## src/sv/flog_pkg.sv

```systemverilog
// Shared types, constants and the header checksum for the flash ring log controller.
// Used by every module of the block; depends on nothing else.
`timescale 1ns / 1ps

package flog_pkg;

   localparam int PAGE_BYTES_DEF = 512;
   localparam int DATA_PAGES_DEF = 15;
   localparam int QUEUE_DEPTH    = 2;

   localparam logic [31:0] LOG_MAGIC   = 32'h574C4F47;
   localparam logic [15:0] LOG_VERSION = 16'd1;
   localparam logic [7:0]  BLANK_BYTE  = 8'hFF;
   localparam logic [15:0] CSUM_SEED   = 16'hA55A;
   localparam logic [15:0] CSUM_MASK   = 16'h5A5A;

   // Seed plus the four magic bytes plus the version; the variable part of the
   // header sum is only write position, used count and sequence.
   localparam logic [15:0] HDR_BASE = 16'(32'(CSUM_SEED) + 32'(LOG_MAGIC[7:0])
      + 32'(LOG_MAGIC[15:8]) + 32'(LOG_MAGIC[23:16]) + 32'(LOG_MAGIC[31:24])
      + 32'(LOG_VERSION));

   // Request type codes on the input channel.
   localparam logic [2:0] REQ_APPEND  = 3'd0;
   localparam logic [2:0] REQ_COMMIT  = 3'd1;
   localparam logic [2:0] REQ_READ    = 3'd2;
   localparam logic [2:0] REQ_CLEAR   = 3'd3;
   localparam logic [2:0] REQ_RESTORE = 3'd4;

   typedef enum logic [2:0] {
      CMD_APPEND  = 3'd0,
      CMD_COMMIT  = 3'd1,
      CMD_READ    = 3'd2,
      CMD_CLEAR   = 3'd3,
      CMD_RESTORE = 3'd4,
      CMD_NOP     = 3'd5
   } cmd_op_type;

   typedef struct packed {
      logic [2:0]  req_type;
      logic [7:0]  data_byte;
      logic [12:0] read_index;
      logic [31:0] hdr_magic;
      logic [15:0] hdr_version;
      logic [15:0] hdr_write_offset;
      logic [15:0] hdr_used;
      logic [15:0] hdr_sequence;
      logic [15:0] hdr_checksum;
   } log_req_type;

   typedef struct packed {
      logic [7:0]  read_byte;
      logic        read_ok;
      logic        header_ok;
      logic        page_erased;
      logic [12:0] cur_write_offset;
      logic [12:0] cur_used;
      logic [15:0] cur_sequence;
      logic [15:0] cur_checksum;
   } log_rsp_type;

   // Classified request as it travels from the front end to the back end.
   typedef struct packed {
      cmd_op_type  op;
      logic [7:0]  data_byte;
      logic [12:0] read_index;
      logic        hdr_pass;
      logic [15:0] hdr_write_offset;
      logic [15:0] hdr_used;
      logic [15:0] hdr_sequence;
   } log_cmd_type;

   // Header checksum for the fixed magic and version.
   function automatic logic [15:0] hdr_sum(input logic [31:0] wpos,
                                           input logic [31:0] used,
                                           input logic [15:0] seq);
      logic [15:0] s;
      s = HDR_BASE + wpos[15:0] + used[15:0] + seq;
      return s ^ CSUM_MASK;
   endfunction

endpackage

```

## src/sv/flog_queue.sv

```systemverilog
// Short command queue between the front end and the back end.
// Depends on flog_pkg for the command type and depth.
`timescale 1ns / 1ps

module flog_queue (
   input  logic                   clock,
   input  logic                   reset,
   input  logic                   push_valid,
   output logic                   push_ready,
   input  flog_pkg::log_cmd_type  push_cmd,
   output logic                   pop_valid,
   input  logic                   pop_ready,
   output flog_pkg::log_cmd_type  pop_cmd
);
   import flog_pkg::*;

   localparam int PTR_W = (QUEUE_DEPTH > 1) ? $clog2(QUEUE_DEPTH) : 1;
   localparam int CNT_W = $clog2(QUEUE_DEPTH + 1);

   log_cmd_type       slot_ff [QUEUE_DEPTH];
   logic [PTR_W-1:0]  wr_ptr_ff, wr_ptr_in;
   logic [PTR_W-1:0]  rd_ptr_ff, rd_ptr_in;
   logic [CNT_W-1:0]  count_ff, count_in;
   logic              push, pop;

   assign push_ready = (count_ff != CNT_W'(QUEUE_DEPTH));
   assign pop_valid  = (count_ff != '0);
   assign pop_cmd    = slot_ff[rd_ptr_ff];
   assign push       = push_valid && push_ready;
   assign pop        = pop_valid && pop_ready;

   always_comb begin
      wr_ptr_in = wr_ptr_ff;
      rd_ptr_in = rd_ptr_ff;
      count_in  = count_ff;
      if (push) begin
         wr_ptr_in = (wr_ptr_ff == PTR_W'(QUEUE_DEPTH - 1)) ? '0 : wr_ptr_ff + 1'b1;
      end
      if (pop) begin
         rd_ptr_in = (rd_ptr_ff == PTR_W'(QUEUE_DEPTH - 1)) ? '0 : rd_ptr_ff + 1'b1;
      end
      if (push && !pop) begin
         count_in = count_ff + 1'b1;
      end else if (pop && !push) begin
         count_in = count_ff - 1'b1;
      end
   end

   always_ff @(posedge clock) begin
      if (reset) begin
         wr_ptr_ff <= '0;
         rd_ptr_ff <= '0;
         count_ff  <= '0;
      end else begin
         wr_ptr_ff <= wr_ptr_in;
         rd_ptr_ff <= rd_ptr_in;
         count_ff  <= count_in;
      end
   end

   always_ff @(posedge clock) begin
      if (push) begin
         slot_ff[wr_ptr_ff] <= push_cmd;
      end
   end

endmodule

```

## config.mk

```make
export PLATFORM = sky130hd
export DESIGN_NAME = flog_queue
export DESIGN_NICKNAME = d
export VERILOG_FILES = /design/src/sv/flog_pkg.sv /design/src/sv/flog_queue.sv
export SDC_FILE = /design/constraint.sdc
export NUM_CORES = 1
export LEC_CHECK = 0
export ABC_AREA = 1
export BUFFER_PORTS_ARGS = -buffer_cell sky130_fd_sc_hd__buf_2
export CORE_ASPECT_RATIO = 0.7
export CORE_MARGIN = 2
export CORE_UTILIZATION = 59
export CTS_BUF_LIST = sky130_fd_sc_hd__clkbuf_8
export CTS_CLUSTER_DIAMETER = 150
export DETAILED_ROUTE_END_ITERATION = 12
export PLACE_DENSITY_LB_ADDON = 0.3
export SLEW_MARGIN = 20
export SYNTH_ARGS = -nofsm -noshare
export SYNTH_HDL_FRONTEND = slang
export SYNTH_SLANG_ARGS = --single-unit
```

## constraint.sdc

```tcl
create_clock -name clock -period 8.5 [get_ports clock]
set_clock_uncertainty 0.2 [all_clocks]
set_input_delay 0.85 -clock clock [delete_from_list [all_inputs] [get_ports clock]]
set_output_delay 0.85 -clock clock [all_outputs]
set_load 0.02 [all_outputs]
```

==> impl_metrics.json <==
{
  "max_cap_viol_count": 0,
  "cts_hold_buf": 0,
  "cp_data_required_time_ps": 7450,
  "arrival_ps": 2450,
  "drtAntennaViolNets": 0,
  "globalplace.congestion": 0.711,
  "maxSlewHeadroom": 0.253,
  "rr_endpoint": "slot_ff[0][35]$_DFFE_PP_",
  "hpwl_mm": 6.55,
  "tns_ps": 0,
  "cts_resized": 0,
  "placeableCoreArea_mm2": 0.00968,
  "tightest_slew_ps": 1120,
  "yosysWarnings": 0,
  "antenna_found_initial": 1,
  "finalWirelength_mm": 9.95,
  "r2r_cells": 5,
  "met2_usage": 0.304,
  "grt-busiest-layer": "met2",
  "cp_top_family": "buffers and inverters",
  "r2r_slack_ps": 6080,
  "period_minus_slack_ps": 3500,
  "drt_iter0_drc": 188,
  "dieArea_mm2": 0.0108,
  "tritoncts": "yes",
  "setup_viol": 0,
  "yosysMostFrequentCell": "edfxtp_1",
  "syn_avg_cell_area_um2": 22.2,
  "grt_pass1_vias": 2868,
  "synthTopCellsByArea": "edfxtp_1 (75%), mux2_4 (18%), buf_12 (2.4%)",
  "grt_pass1_wl_mm": 14.6,
  "post_cts_buffers": 0,
  "fin_crit_sh": 0.412,
  "startpoint_type": "register",
  "drt-pass1-iter-count": 4,
  "worstPathBufferInverterCount": 2,
  "met1_usage": 0.242,
  "die_x_um": 123,
  "wl_per_cell_um": 17.5,
  "fillCellCount": 628,
  "whs_endpoint": "rd_ptr_ff$_SDFFE_PP0P_",
  "start_util": 0.605,
  "drc": 0,
  "via_per_inst": 4.99,
  "root_buffer": "clkbuf_8",
  "portBuffers": 151,
  "rr_startpoint": "count_ff[0]$_SDFFE_PP0P_",
  "grt_use_total": 0.191,
  "max_stage_delay_ps": 880,
  "synthCells": 264,
  "synthToLayoutAreaGrowth_pct": 20.1,
  "min_path_cells": 2,
  "cts.clk_slew.worst_paths_ps": 80,
  "io-pin-count": 152,
  "power_density_mw_per_mm2": 296,
  "worstHoldStart": "rd_ptr_ff$_SDFFE_PP0P_",
  "netlist_area_mm2": 0.00586,
  "yosysTopAreaCellShare": 0.748,
  "synth_common_cells": "edfxtp_1 (146), mux2_4 (70), nand2_1 (9)",
  "overflow": 0,
  "critPathKind": "register to primary output",
  "async_flop_share": 0,
  "seq_area_frac_synth": 0.765,
  "clk_path_buf_depth": 2,
  "cts_max_level": 4,
  "synth_seq_cells": 151,
  "fmaxAchievable_mhz": 286,
  "synth-edff-count": 146,
  "status": "complete, no violations",
  "worstHoldPathType": "register to register",
  "cts_made_buffers": 17,
  "synthesis.nets": 342,
  "num_rows": 30,
  "rsz0062_at_grt": "no",
  "die_h_um": 87.4,
  "vdd.ir_drop.worst_v": 0.000219,
  "synthDistinctLibCells": 14,
  "grt_max_degree": 62,
  "finalPower_uw": 2080,
  "drv_slew": 0,
  "use_met3": 0.0746,
  "vias": 2844,
  "path_cells": "buf_4 -> mux2_2 -> buf_2",
  "clk_latency_ps": 430,
  "crit_fanout": 61,
  "holdWs_ps": 308,
  "hold_viol_final": 0,
  "ys.flop_type": "edfxtp_1",
  "slowest_stage": "buf_4",
  "clock_sinks": 151,
  "antenna_cells": 0,
  "drive_gt1_frac": 0.584,
  "synth.largest_area_cell": "edfxtp_1",
  "crit_path_end_kind": "primary output",
  "p_leak_uw": 0.00281,
  "finalNetCount": 507
}
metrics by stage:
step / utilization / instances / setup WS (ps) / cell area (um2)
3_5_place_dp: 0.688 / 538 / 5460 / 6670
6_report: 0.727 / 570 / 5000 / 7040
2_1_floorplan: - / 264 / 3800 / 5860
5_1_grt: 0.727 / 570 / 4900 / 7040
3_3_place_gp: 0.688 / 538 / 5460 / 6670
4_1_cts: 0.727 / 570 / 4980 / 7040
registers in the layout, summed over array words and instances (netlist names), named ones only:
signal,count
slot_ff,146
count_ff,2
wr_ptr_ff,1
rd_ptr_ff,1
worst min-delay path: stages, from the launching register on:
cell     delay, ps
dfxtp_1        340
a21oi_1         60
nor2_1          80
layout by cell type (no fill, tap or decap):
master	count
buf_4	3
nor2_4	2
dfxtp_1	4
o21ai_0	2
nand3_1	2
dfxtp_4	1
mux2_2	3
clkinvlp_4	3
nor2_1	5
clkinv_4	3
buf_2	151
mux2_4	70
ha_1	1
bufinv_16	2
clkinv_2	3
nand4_1	1
clkinv_1	3
a21oi_1	2
clkbuf_8	17
nand2_1	9
inv_1	9
edfxtp_1	146
worst max path at each step:
stage / start / cells past startpoint / end / slack (ps)
2_1_floorplan: push_valid / 2 / slot_ff[0][0]$_DFFE_PP_ / 3800
3_3_place_gp: register / 3 / pop_cmd[53] / 5460
3_5_place_dp: register / 3 / pop_cmd[53] / 5460
4_1_cts: register / 3 / pop_cmd[53] / 4980
5_1_grt: register / 3 / pop_cmd[53] / 4900
6_report: register / 3 / pop_cmd[53] / 5000
power breakdown:
part / switching (uW) / total [uW] / internal [uW]
Sequential: 35.8 / 978 / 942
Combinational: 338 / 596 / 259
Clock: 254 / 510 / 256
Total: 628 / 2080 / 1460
per-layer routing:
metal	vias up	wire length [um]	share of wire
met3	12	758	0.076
li1	1353	-	-
met5	-	13	0.0013
met2	112	4840	0.49
met4	2	68	0.0068
met1	1365	4270	0.43
cells by family after synthesis:
group,after synthesis,share of synthesized area
buffers and inverters,16,0.0310
muxes,73,0.185
DFF,151,0.765
AOI/OAI and AO/OA,4,0.00342
adders and majority gates,1,0.00214
and+or+nand+nor,19,0.0130
final cells by class:
class | instances | area [um2] | share of cell area
well taps | 128 | 160 | 0.0228
clock inverters | 15 | 139 | 0.0197
multi-input cells | 97 | 1210 | 0.172
inverters | 8 | 30.0 | 0.00427
flip-flops and latches | 151 | 4490 | 0.638
clock buffers | 17 | 234 | 0.0332
repair buffers | 154 | 778 | 0.111
Power figures use the tool's default switching activity.
