$ cat src/sv/flog_pkg.sv
// Shared types, constants and the header checksum for the flash ring log controller.
// Used by every module of the block; depends on nothing else.
`timescale 1ns / 1ps

package flog_pkg;

   localparam int PAGE_BYTES_DEF = 512;
   localparam int DATA_PAGES_DEF = 15;
   localparam int QUEUE_DEPTH    = 2;

   localparam logic [31:0] LOG_MAGIC   = 32'h574C4F47;
   localparam logic [15:0] LOG_VERSION = 16'd1;
   localparam logic [7:0]  BLANK_BYTE  = 8'hFF;
   localparam logic [15:0] CSUM_SEED   = 16'hA55A;
   localparam logic [15:0] CSUM_MASK   = 16'h5A5A;

   // Seed plus the four magic bytes plus the version; the variable part of the
   // header sum is only write position, used count and sequence.
   localparam logic [15:0] HDR_BASE = 16'(32'(CSUM_SEED) + 32'(LOG_MAGIC[7:0])
      + 32'(LOG_MAGIC[15:8]) + 32'(LOG_MAGIC[23:16]) + 32'(LOG_MAGIC[31:24])
      + 32'(LOG_VERSION));

   // Request type codes on the input channel.
   localparam logic [2:0] REQ_APPEND  = 3'd0;
   localparam logic [2:0] REQ_COMMIT  = 3'd1;
   localparam logic [2:0] REQ_READ    = 3'd2;
   localparam logic [2:0] REQ_CLEAR   = 3'd3;
   localparam logic [2:0] REQ_RESTORE = 3'd4;

   typedef enum logic [2:0] {
      CMD_APPEND  = 3'd0,
      CMD_COMMIT  = 3'd1,
      CMD_READ    = 3'd2,
      CMD_CLEAR   = 3'd3,
      CMD_RESTORE = 3'd4,
      CMD_NOP     = 3'd5
   } cmd_op_type;

   typedef struct packed {
      logic [2:0]  req_type;
      logic [7:0]  data_byte;
      logic [12:0] read_index;
      logic [31:0] hdr_magic;
      logic [15:0] hdr_version;
      logic [15:0] hdr_write_offset;
      logic [15:0] hdr_used;
      logic [15:0] hdr_sequence;
      logic [15:0] hdr_checksum;
   } log_req_type;

   typedef struct packed {
      logic [7:0]  read_byte;
      logic        read_ok;
      logic        header_ok;
      logic        page_erased;
      logic [12:0] cur_write_offset;
      logic [12:0] cur_used;
      logic [15:0] cur_sequence;
      logic [15:0] cur_checksum;
   } log_rsp_type;

   // Classified request as it travels from the front end to the back end.
   typedef struct packed {
      cmd_op_type  op;
      logic [7:0]  data_byte;
      logic [12:0] read_index;
      logic        hdr_pass;
      logic [15:0] hdr_write_offset;
      logic [15:0] hdr_used;
      logic [15:0] hdr_sequence;
   } log_cmd_type;

   // Header checksum for the fixed magic and version.
   function automatic logic [15:0] hdr_sum(input logic [31:0] wpos,
                                           input logic [31:0] used,
                                           input logic [15:0] seq);
      logic [15:0] s;
      s = HDR_BASE + wpos[15:0] + used[15:0] + seq;
      return s ^ CSUM_MASK;
   endfunction

endpackage

$ cat src/sv/flog_front.sv
// Front end: takes request transactions and classifies them into commands.
// Restore headers are checked here. Depends on flog_pkg.
`timescale 1ns / 1ps

module flog_front #(
   parameter int PAGE_BYTES = flog_pkg::PAGE_BYTES_DEF,
   parameter int DATA_PAGES = flog_pkg::DATA_PAGES_DEF
) (
   input  logic                   clock,
   input  logic                   reset,
   input  logic                   req_valid,
   output logic                   req_ready,
   input  flog_pkg::log_req_type  req_data,
   input  logic                   init_busy,
   output logic                   push_valid,
   input  logic                   push_ready,
   output flog_pkg::log_cmd_type  push_cmd
);
   import flog_pkg::*;

   localparam int LOG_BYTES = PAGE_BYTES * DATA_PAGES;

   logic        valid_ff, valid_in;
   log_cmd_type cmd_ff, cmd_in;
   logic        take;

   assign req_ready  = !init_busy && (!valid_ff || push_ready);
   assign take       = req_valid && req_ready;
   assign push_valid = valid_ff;
   assign push_cmd   = cmd_ff;

   always_comb begin
      cmd_in                  = cmd_ff;
      cmd_in.data_byte        = req_data.data_byte;
      cmd_in.read_index       = req_data.read_index;
      cmd_in.hdr_write_offset = req_data.hdr_write_offset;
      cmd_in.hdr_used         = req_data.hdr_used;
      cmd_in.hdr_sequence     = req_data.hdr_sequence;
      unique case (req_data.req_type)
         REQ_APPEND:  cmd_in.op = CMD_APPEND;
         REQ_COMMIT:  cmd_in.op = CMD_COMMIT;
         REQ_READ:    cmd_in.op = CMD_READ;
         REQ_CLEAR:   cmd_in.op = CMD_CLEAR;
         REQ_RESTORE: cmd_in.op = CMD_RESTORE;
         default:     cmd_in.op = CMD_NOP;
      endcase
      // With magic and version matching, the supplied header sums the same way
      // as the one the block reports.
      cmd_in.hdr_pass = (req_data.hdr_magic == LOG_MAGIC)
         && (req_data.hdr_version == LOG_VERSION)
         && (32'(req_data.hdr_write_offset) < 32'(LOG_BYTES))
         && (32'(req_data.hdr_used) <= 32'(LOG_BYTES))
         && (req_data.hdr_checksum == hdr_sum(32'(req_data.hdr_write_offset),
                                              32'(req_data.hdr_used),
                                              req_data.hdr_sequence));
   end

   always_comb begin
      if (take) begin
         valid_in = 1'b1;
      end else if (push_ready) begin
         valid_in = 1'b0;
      end else begin
         valid_in = valid_ff;
      end
   end

   always_ff @(posedge clock) begin
      if (reset) begin
         valid_ff <= 1'b0;
      end else begin
         valid_ff <= valid_in;
      end
   end

   always_ff @(posedge clock) begin
      if (take) begin
         cmd_ff <= cmd_in;
      end
   end

endmodule

$ cat config.mk
export PLATFORM = sky130hd
export DESIGN_NAME = flog_front
export DESIGN_NICKNAME = d
export VERILOG_FILES = /design/src/sv/flog_pkg.sv /design/src/sv/flog_front.sv
export SDC_FILE = /design/constraint.sdc
export NUM_CORES = 1
export LEC_CHECK = 0
export BUFFER_PORTS_ARGS = -buffer_cell sky130_fd_sc_hd__clkbuf_2
export CAP_MARGIN = 15
export CORE_UTILIZATION = 25
export DETAILED_ROUTE_END_ITERATION = 12
export PLACE_DENSITY = 0.56
export SETUP_SLACK_MARGIN = 0.1
export SYNTH_ARGS = -nofsm -noshare
export SYNTH_HDL_FRONTEND = slang
export SYNTH_SLANG_ARGS = --single-unit
$ cat constraint.sdc
create_clock -name clock -period 5.15 [get_ports clock]
set_clock_uncertainty 0.15 [all_clocks]
set_input_delay 0.7725 -clock clock [delete_from_list [all_inputs] [get_ports clock]]
set_output_delay 0.7725 -clock clock [all_outputs]
set_load 0.01 [all_outputs]
==> results of run 1 <==
[registers in the layout (all words and copies together), names as in the netlist]
name	flops
push_cmd	73
push_valid	1
[cell type report]
type	instances	area (µm²)	area share, %
flip-flops and latches	74	2210	39.0
multi-input cells	172	1570	27.6
repair buffers	216	1080	19.1
well taps	216	270	4.77
inverters	63	238	4.19
clock buffers	9	225	3.97
clock inverters	7	70.1	1.24
diodes	1	2.50	0.0442
[cell families after synthesis]
logic type | synth area share (%)
mux | 0.248
xor+xnor | 6.01
buf+inv | 6.47
compound gates | 6.53
flops | 54.8
fa+ha+maj | 16.3
simple gates | 9.69
[per-stage QoR]
stage	cell area (µm²)	total power (µW)	hold slack [ps]	instances
floorplan	4040	1070	349	313
global route	5670	1950	402	757
finish	5670	1830	342	758
detailed placement	5370	1230	335	741
CTS	5670	1860	343	757
global placement	5370	1220	314	741
[worst min path at each step]
stage | start | slack [ps] | endpoint | cells past startpoint
after floorplan | push_valid | 350 | push_valid | 2
after global placement | push_valid | 310 | push_valid | 2
after detailed placement | push_valid | 330 | push_valid | 2
after CTS | push_valid | 340 | push_valid | 2
after global routing | push_valid | 400 | push_valid | 2
final | push_valid | 340 | push_valid | 2
[cells in the mapped netlist (all sizes together) (2+ instances only)]
cell type / instances / area [µm²]
a2111oi: 3 / 38.8
a211oi: 4 / 35.0
a21o: 2 / 15.0
a21oi: 10 / 53.8
a31oi: 2 / 12.5
buf: 3 / 21.3
edfxtp: 73 / 2190
fa: 16 / 320
ha: 27 / 338
inv: 63 / 236
nand2: 12 / 45.0
nand2b: 4 / 25.0
nand3: 3 / 15.0
nand4: 7 / 43.8
nor2: 8 / 30.0
nor2b: 3 / 18.8
nor3: 7 / 35.0
nor4: 6 / 43.8
nor4b: 5 / 56.3
nor4bb: 3 / 30.0
o21a: 2 / 15.0
o21ai: 9 / 45.0
o21bai: 2 / 15.0
xnor2: 17 / 149
xor2: 9 / 93.8
[power groups by stage]
stage | registers (µW) | clock network [µW] | logic (µW)
after floorplan | 728 | 0 | 339
after detailed placement | 713 | 0 | 515
after CTS | 701 | 642 | 519
final | 700 | 618 | 510
after global placement | 712 | 0 | 508
after global routing | 703 | 665 | 578
[routing by layer]
layer | GRT usage (%) | vias to the layer above
met3 | 5.45 | 13
met1 | 14.4 | 1419
met4 | 5.40 | 0
met2 | 22.2 | 154
met5 | 0 | -
li1 | - | 1549
[worst min-delay path: stages (launching register included)]
cell and delay [ps]:
dfxtp_1 310, nand2b_1 80, a21oi_1 60
==> flow_metrics.tcl, run 1 <==
set metrics [dict create \
    core.rowCount 46 \
    p_leak_uw 0.00263 \
    r2r_slack_ps 2930 \
    end_kind "flop" \
    drt_iter0_drc 98 \
    initial_core_util_pct 25.5 \
    met2WireLength_mm 5.11 \
    path_delay_family "adder cells" \
    ios 216 \
    crit_fanout 2 \
    rsz0062_at_grt "false" \
    most-common-layout-cells "215 x clkbuf_2, 73 x edfxtp_1, 62 x inv_1" \
    crit_start "req_data[17]" \
    core_mm2 0.0158 \
    critPathLaunchType "input pin" \
    clock-sinks 74 \
    period_share_pct 77.7 \
    async_reset_ff_share_pct 0 \
    fmax_mhz 250 \
    yosysUniqueCellTypes 46 \
    yosysWarnings 0 \
    cts_max_level 3 \
    grt_antenna_before_repair 0 \
    clockBufferDepth 2 \
    crit_type "in2reg" \
    min_period_ps 4000 \
    vias_per_cell 4.14 \
    synth_edf_count 73 \
    ys_ff_latch 74 \
    cp_data_arrival_time_ps 4020 \
    ctsHoldBuffers 0 \
    dieHeight_um 129 \
    r2r_start "push_valid" \
    wl_met1_mm 4.10 \
    gp_congestion 0.821 \
    vias 3135 \
    grt_first_pass_wirelength_mm 16.2 \
    cts_resized 0 \
    postLayoutCoreUtil_pct 35.8 \
    highest_layer "met4" \
    p_per_area_mw_per_mm2 322 \
    area_delta_synth_final_pct 40.3 \
    cp_data_required_time_ps 5170 \
    synth_seq_area_share_pct 54.8 \
    finalWorstSetupSlack_ps 1150 \
    drc 0 \
    cp_cell_sequence "clkbuf_2 > fa_1 > inv_1 > fa_1 > inv_1 > ha_1 > inv_1 > fa_1 > xnor2_1 > nand3_1 > a2111oi_2 > and4_1 > nand4_1 > nor4_2 > o2111ai_1 > a211oi_2" \
    slew_headroom_pct 50.1 \
    synth_fp_nets 497 \
    port_buffers 215 \
    seqPwrFrac_pct 38.3 \
    routed_wl_mm 10.4 \
    cts_tree "built" \
    syn_inst 313 \
    reg2reg_depth 5 \
    post-place-ws_ps 786 \
    hold_path_class "reg2reg" \
    cts_made_buffers 9 \
    crit_buf_inv 4 \
    ir_worst_vdd_uv 161 \
    grt_max_degree 43 \
    drive_above_1_share_pct 44.7 \
    place_hpwl_mm 8.86 \
    r2r-end "push_cmd[35]" \
    final_common_cell "clkbuf_2" \
    synth_area_per_cell_um2 12.9 \
    endpoint "push_cmd[48]" \
    grt_pass1_vias 3322 \
    antenna_left 0 \
    fillers 1592 \
    maxCapViolations 0 \
    setup_violations 0 \
    drtPass1Iterations 5 \
    cp.depth 16 \
    swShare_pct 29.1 \
    cpMaxStageDelayCell "fa_1" \
    p_clk_share_pct 33.8 \
    wl_per_cell_um 13.7 \
    fin_nets 720 \
    dieArea_mm2 0.0167 \
    p_int_uw 1300 \
    gr-total-overflow 0 \
    worst_pin_slew_ps 748 \
    final_hold_viol_count 0 \
    max_stage_delay_ps 460 \
    post_cts_buffers 0 \
    fin_setup_tns_ps 0 \
    synth_ff_type "edfxtp_1" \
    p_sw_uw 532 \
    netlist_area_mm2 0.00404 \
    path_clk_slew_ps 60 \
    grt_usage_pct 13.1 \
    die_width_um 129 \
    root_buffer "clkbuf_16" \
    dr_wl_met3_um 941 \
    outcome "complete, no violations" \
    worstSkewPairLatency_ps 330 \
    final_max_slew_viol_count 0 \
    combPwrFrac_pct 27.9 \
]
(Power assumes the default switching activity.)
==> run 2, diff against run 1 <==
- PLACE_DENSITY: 0.56 -> 0.57
- clock period: 5.15 -> 3.6 ns (I/O delays scaled with it)
==> run 2 against run 1 <==
- setup slack got worse by 1100 ps
- critical path depth did not move
- cell count rose by 3.7%
- sequential power rose by 43%
- core utilization rose by 1.3 points
- register-to-register slack got worse by 930 ps
- critical endpoint unchanged
- largest cell class unchanged
==> flow_metrics.tcl, run 2 (same netlist as run 1, synthesis figures left out) <==
set metrics [dict create \
    post-place-ws_ps -291 \
    routed_wl_mm 10.6 \
    crit_fanout 3 \
    grt_usage_pct 13.3 \
    num_antenna_cells 0 \
    final_common_cell "clkbuf_2" \
    fmax_mhz 285 \
    swShare_pct 30.2 \
    antenna_left 0 \
    dieHeight_um 129 \
    fin_setup_tns_ps 0 \
    drtPass1Iterations 4 \
    die_width_um 129 \
    core_mm2 0.0158 \
    rsz0062_at_grt "true" \
    cp.depth 16 \
    worstSkewPairLatency_ps 330 \
    r2r_slack_ps 2000 \
    min_period_ps 3510 \
    grt_max_degree 74 \
    path_clk_slew_ps 60 \
    reg2reg_depth 5 \
    end_kind "flop" \
    p_int_uw 1850 \
    fillers 1589 \
    path_delay_family "adder cells" \
    outcome "complete, no violations" \
    cts_made_buffers 9 \
    place_hpwl_mm 8.73 \
    critPathLaunchType "input pin" \
    grt-busiest-layer "met2" \
    largest_reg_flops 73 \
    fin_nets 749 \
    maxCapViolations 0 \
    finalHoldWorstSlack_ps 198 \
    r2r_start "push_valid" \
    p_per_area_mw_per_mm2 451 \
    worst_pin_slew_ps 409 \
    endpoint "push_cmd[48]" \
    cts_max_level 3 \
    area_delta_synth_final_pct 45.5 \
    max_stage_delay_ps 410 \
    most-common-layout-cells "215 x clkbuf_2, 73 x edfxtp_1, 60 x inv_1" \
    gr-total-overflow 0 \
    initial_core_util_pct 25.5 \
    hold_path_class "in2reg" \
    cp_data_arrival_time_ps 3440 \
    p_clk_share_pct 31.0 \
    dieArea_mm2 0.0167 \
    p_leak_uw 0.00275 \
    grt_first_pass_wirelength_mm 16.6 \
    drc 0 \
    wl_per_cell_um 13.4 \
    cp_data_required_time_ps 3530 \
    clockBufferDepth 2 \
    gp_congestion 0.841 \
    slew_headroom_pct 72.0 \
    port_buffers 215 \
    p_sw_uw 800 \
    ios 216 \
    ir_worst_vdd_uv 217 \
    final_hold_viol_count 0 \
    cpMaxStageDelayCell "fa_1" \
    crit_start "req_data[17]" \
    met3_usage_pct 5.78 \
    drt_iter0_drc 84 \
    crit_type "in2reg" \
    root_buffer "clkbuf_16" \
    grt_antenna_before_repair 0 \
    setup_violations 0 \
    cp_cell_sequence "clkbuf_2 > fa_2 > inv_2 > fa_1 > inv_1 > ha_2 > inv_2 > fa_1 > nand2b_1 > a21oi_2 > nor4_1 > a21oi_1 > a21o_1 > nor3_1 > a311oi_1 > a211oi_2" \
    period_share_pct 97.6 \
    combPwrFrac_pct 31.3 \
    core.rowCount 46 \
    grt_pass1_vias 3403 \
    cts_tree "built" \
    grtUsageMet2_pct 22.1 \
    crit_buf_inv 4 \
    ctsHoldBuffers 0 \
    seqPwrFrac_pct 37.7 \
    clock-sinks 74 \
    grt_util_met1_pct 15.0 \
    drive_above_1_share_pct 48.4 \
    final_max_slew_viol_count 0 \
    finalWorstSetupSlack_ps 87.8 \
    vias_per_cell 4.14 \
    vias 3254 \
    r2r-end "push_cmd[34]" \
]
-- run 2: final cells by class --
| cell class | instances | area (µm²) | share of cell area, % |
|---|---|---|---|
| clock buffers | 9 | 225 | 3.83 |
| inverters | 63 | 238 | 4.04 |
| flip-flops and latches | 74 | 2210 | 37.6 |
| clock inverters | 7 | 45.0 | 0.766 |
| well taps | 216 | 270 | 4.60 |
| repair buffers | 245 | 1310 | 22.3 |
| multi-input cells | 172 | 1580 | 26.8 |
-- run 2: how the worst min path moves through the flow --
stage / start / endpoint / slack (ps) / cells after the start
global route: reset / push_valid / 190 / 2
detailed placement: push_valid / push_valid / 330 / 2
global placement: push_valid / push_valid / 310 / 2
finish: reset / push_valid / 200 / 2
CTS: reset / push_valid / 180 / 2
floorplan: push_valid / push_valid / 350 / 2
-- run 2: repair_timing --
action | CTS | global route
resized for setup | 1 | 4
setup endpoints to repair | 1 | 1
pin swaps | 1 | 0
setup buffers | 1 | 0
-- run 2: layer usage --
| layer | vias up | routed length (µm) | part of all wire (%) |
|---|---|---|---|
| met1 | 1471 | 4290 | 41 |
| met5 | - | 0 | 0 |
| met3 | 11 | 1020 | 9.7 |
| li1 | 1613 | - | - |
| met2 | 159 | 5040 | 48 |
| met4 | 0 | 202 | 1.9 |
-- run 2: power by group through the flow --
stage	sequential (µW)	clock, µW	combinational, µW
detailed placement	1020	0	820
CTS	1000	860	838
finish	1000	822	830
global route	1000	891	938
global placement	1020	0	811
floorplan	1040	0	485
-- run 2: per-stage QoR --
stage                     cells  utilization (%)  power [µW]  cell area [µm²]
after floorplan             313                -        1530             4040
after global placement      769             35.3        1830             5590
after detailed placement    769             35.3        1840             5590
after CTS                   786             37.1        2700             5870
after global routing        786             37.1        2830             5880
final                       786             37.1        2650             5880
==> run 3, diff against run 2 <==
- SETUP_SLACK_MARGIN: 0.1 -> 0.05
==> run 3 against run 2 <==
- critical path depth unchanged
- hold slack better by 7.5 ps
- register-to-register slack worse by 430 ps
- sequential cell count unchanged
- via count down 0.18%
- count of clock-buffer cells in the layout unchanged
- global-route usage down 0.31 points
- fmax down 0.61%
- die area unchanged
- combinational power about the same
- core utilization up 0.22 points
- critical endpoint unchanged
- largest power group unchanged
==> flow_metrics.tcl, run 3 (same netlist as run 1, synthesis figures left out) <==
set metrics [dict create \
    p_int_uw 1930 \
    slew_headroom_pct 35.9 \
    grt_max_degree 74 \
    path_delay_family "adder cells" \
    fin_nets 751 \
    grt_first_pass_wirelength_mm 15.9 \
    post-place-ws_ps -374 \
    cp_data_arrival_time_ps 3470 \
    rsz0062_at_grt "true" \
    worstSkewPairLatency_ps 330 \
    combPwrFrac_pct 30.2 \
    ios 216 \
    antenna_left 0 \
    vias_per_cell 4.12 \
    final_hold_viol_count 0 \
    fillers 1597 \
    cp_cell_sequence "clkbuf_2 > fa_2 > inv_2 > fa_1 > inv_1 > ha_2 > inv_1 > fa_1 > nand2b_1 > a21oi_1 > nor4_1 > a21oi_1 > a21o_1 > nor3_1 > a311oi_1 > a211oi_2" \
    gr-total-overflow 0 \
    end_kind "flop" \
    drive_above_1_share_pct 48.6 \
    clock-sinks 74 \
    seqPwrFrac_pct 36.5 \
    drtPass1Iterations 4 \
    place_area_mm2 0.00560 \
    p_clk_share_pct 33.3 \
    area_delta_synth_final_pct 46.4 \
    multi_input_area_mm2 0.00158 \
    setup_violations 0 \
    clockBufferDepth 2 \
    core.rowCount 46 \
    core_mm2 0.0158 \
    outcome "complete, no violations" \
    crit_buf_inv 4 \
    maxCapViolations 0 \
    ir_worst_vdd_uv 238 \
    min_period_ps 3530 \
    drc 0 \
    cts_made_buffers 9 \
    cts_max_level 3 \
    vias 3248 \
    num_antenna_cells 0 \
    register_area_mm2 0.00221 \
    grt_antenna_before_repair 0 \
    design_area_mm2 0.00591 \
    initial_core_util_pct 25.5 \
    gp_congestion 0.910 \
    drt_iter0_drc 110 \
    die_width_um 129 \
    fmax_mhz 283 \
    dieHeight_um 129 \
    hold_path_class "in2reg" \
    p_per_area_mw_per_mm2 464 \
    grt_usage_pct 12.9 \
    most-common-layout-cells "215 x clkbuf_2, 73 x edfxtp_1, 61 x inv_1" \
    max_stage_delay_ps 410 \
    cts_tree "built" \
    post_cts_buffers 0 \
    port_buffers 215 \
    wl_per_cell_um 13.3 \
    root_buffer "clkbuf_16" \
    final_common_cell "clkbuf_2" \
    fin_setup_tns_ps 0 \
    ctsHoldBuffers 0 \
    period_share_pct 98.2 \
    routed_wl_mm 10.5 \
    critPathLaunchType "input pin" \
    place_hpwl_mm 8.73 \
    grt_pass1_vias 3356 \
    cpMaxStageDelayCell "fa_1" \
    cp_data_required_time_ps 3530 \
    swShare_pct 29.5 \
    final_max_slew_viol_count 0 \
    crit_type "in2reg" \
    largest_reg_flops 73 \
    crit_fanout 2 \
    finalWorstSetupSlack_ps 66.2 \
    p_sw_uw 808 \
    p_leak_uw 0.00277 \
    dpl.cell_count 772 \
    dieArea_mm2 0.0167 \
    path_clk_slew_ps 60 \
    worst_pin_slew_ps 961 \
    final_cells 788 \
]
==> run 3: layout make-up <==
type                       instances  area share (%)
multi-input combinational        172            26.7
clock buffer                       9            3.81
sequential                        74            37.4
tap                              216            4.57
clock inverter                     7            1.29
timing repair buffer             247            22.3
inverter                          63            4.02
==> run 3: worst register-to-register path, stage by stage, from the launching register on <==
cell and delay, ps:
dfxtp_1 310, nand2b_1 80, nor2b_1 180, nand2_1 110, clkinv_2 50, buf_4 720
==> run 3: stage by stage <==
stage	power, µW	hold WS [ps]	utilization (%)
3_5_place_dp	1850	341	35.4
4_1_cts	2790	185	37.3
3_3_place_gp	1840	313	35.4
6_report	2740	205	37.4
5_1_grt	2920	196	37.4
2_1_floorplan	1530	349	-
==> run 3: timing repair <==
action	4_1_cts	5_1_grt
pin swaps	0	0
resized for setup	3	1
setup endpoints to repair	1	1
==> run 3: power groups by stage <==
stage / clock network [µW] / logic [µW] / registers (µW)
CTS: 947 / 838 / 1000
detailed placement: 0 / 830 / 1020
global route: 976 / 935 / 1010
finish: 912 / 829 / 1000
global placement: 0 / 819 / 1020
floorplan: 0 / 485 / 1040
==> run 3: path summary, 6_finish.rpt <==
check / start / to / slack, ps / cells after the start
setup / recovery: req_data[17] / push_cmd[48] / 70 / 16
hold / removal: reset / push_valid / 210 / 2
setup reg to reg: push_valid / push_cmd[4] / 1570 / 5
hold reg to reg: push_valid / push_valid / 350 / 2
==> run 3: per-layer routing <==
layer | global-route usage (%) | wire [µm] | vias up
met3 | 4.79 | 930 | 14
met1 | 14.4 | 4290 | 1465
li1 | - | - | 1612
met4 | 5.74 | 234 | 0
met5 | 0 | 0 | -
met2 | 22.1 | 5010 | 157
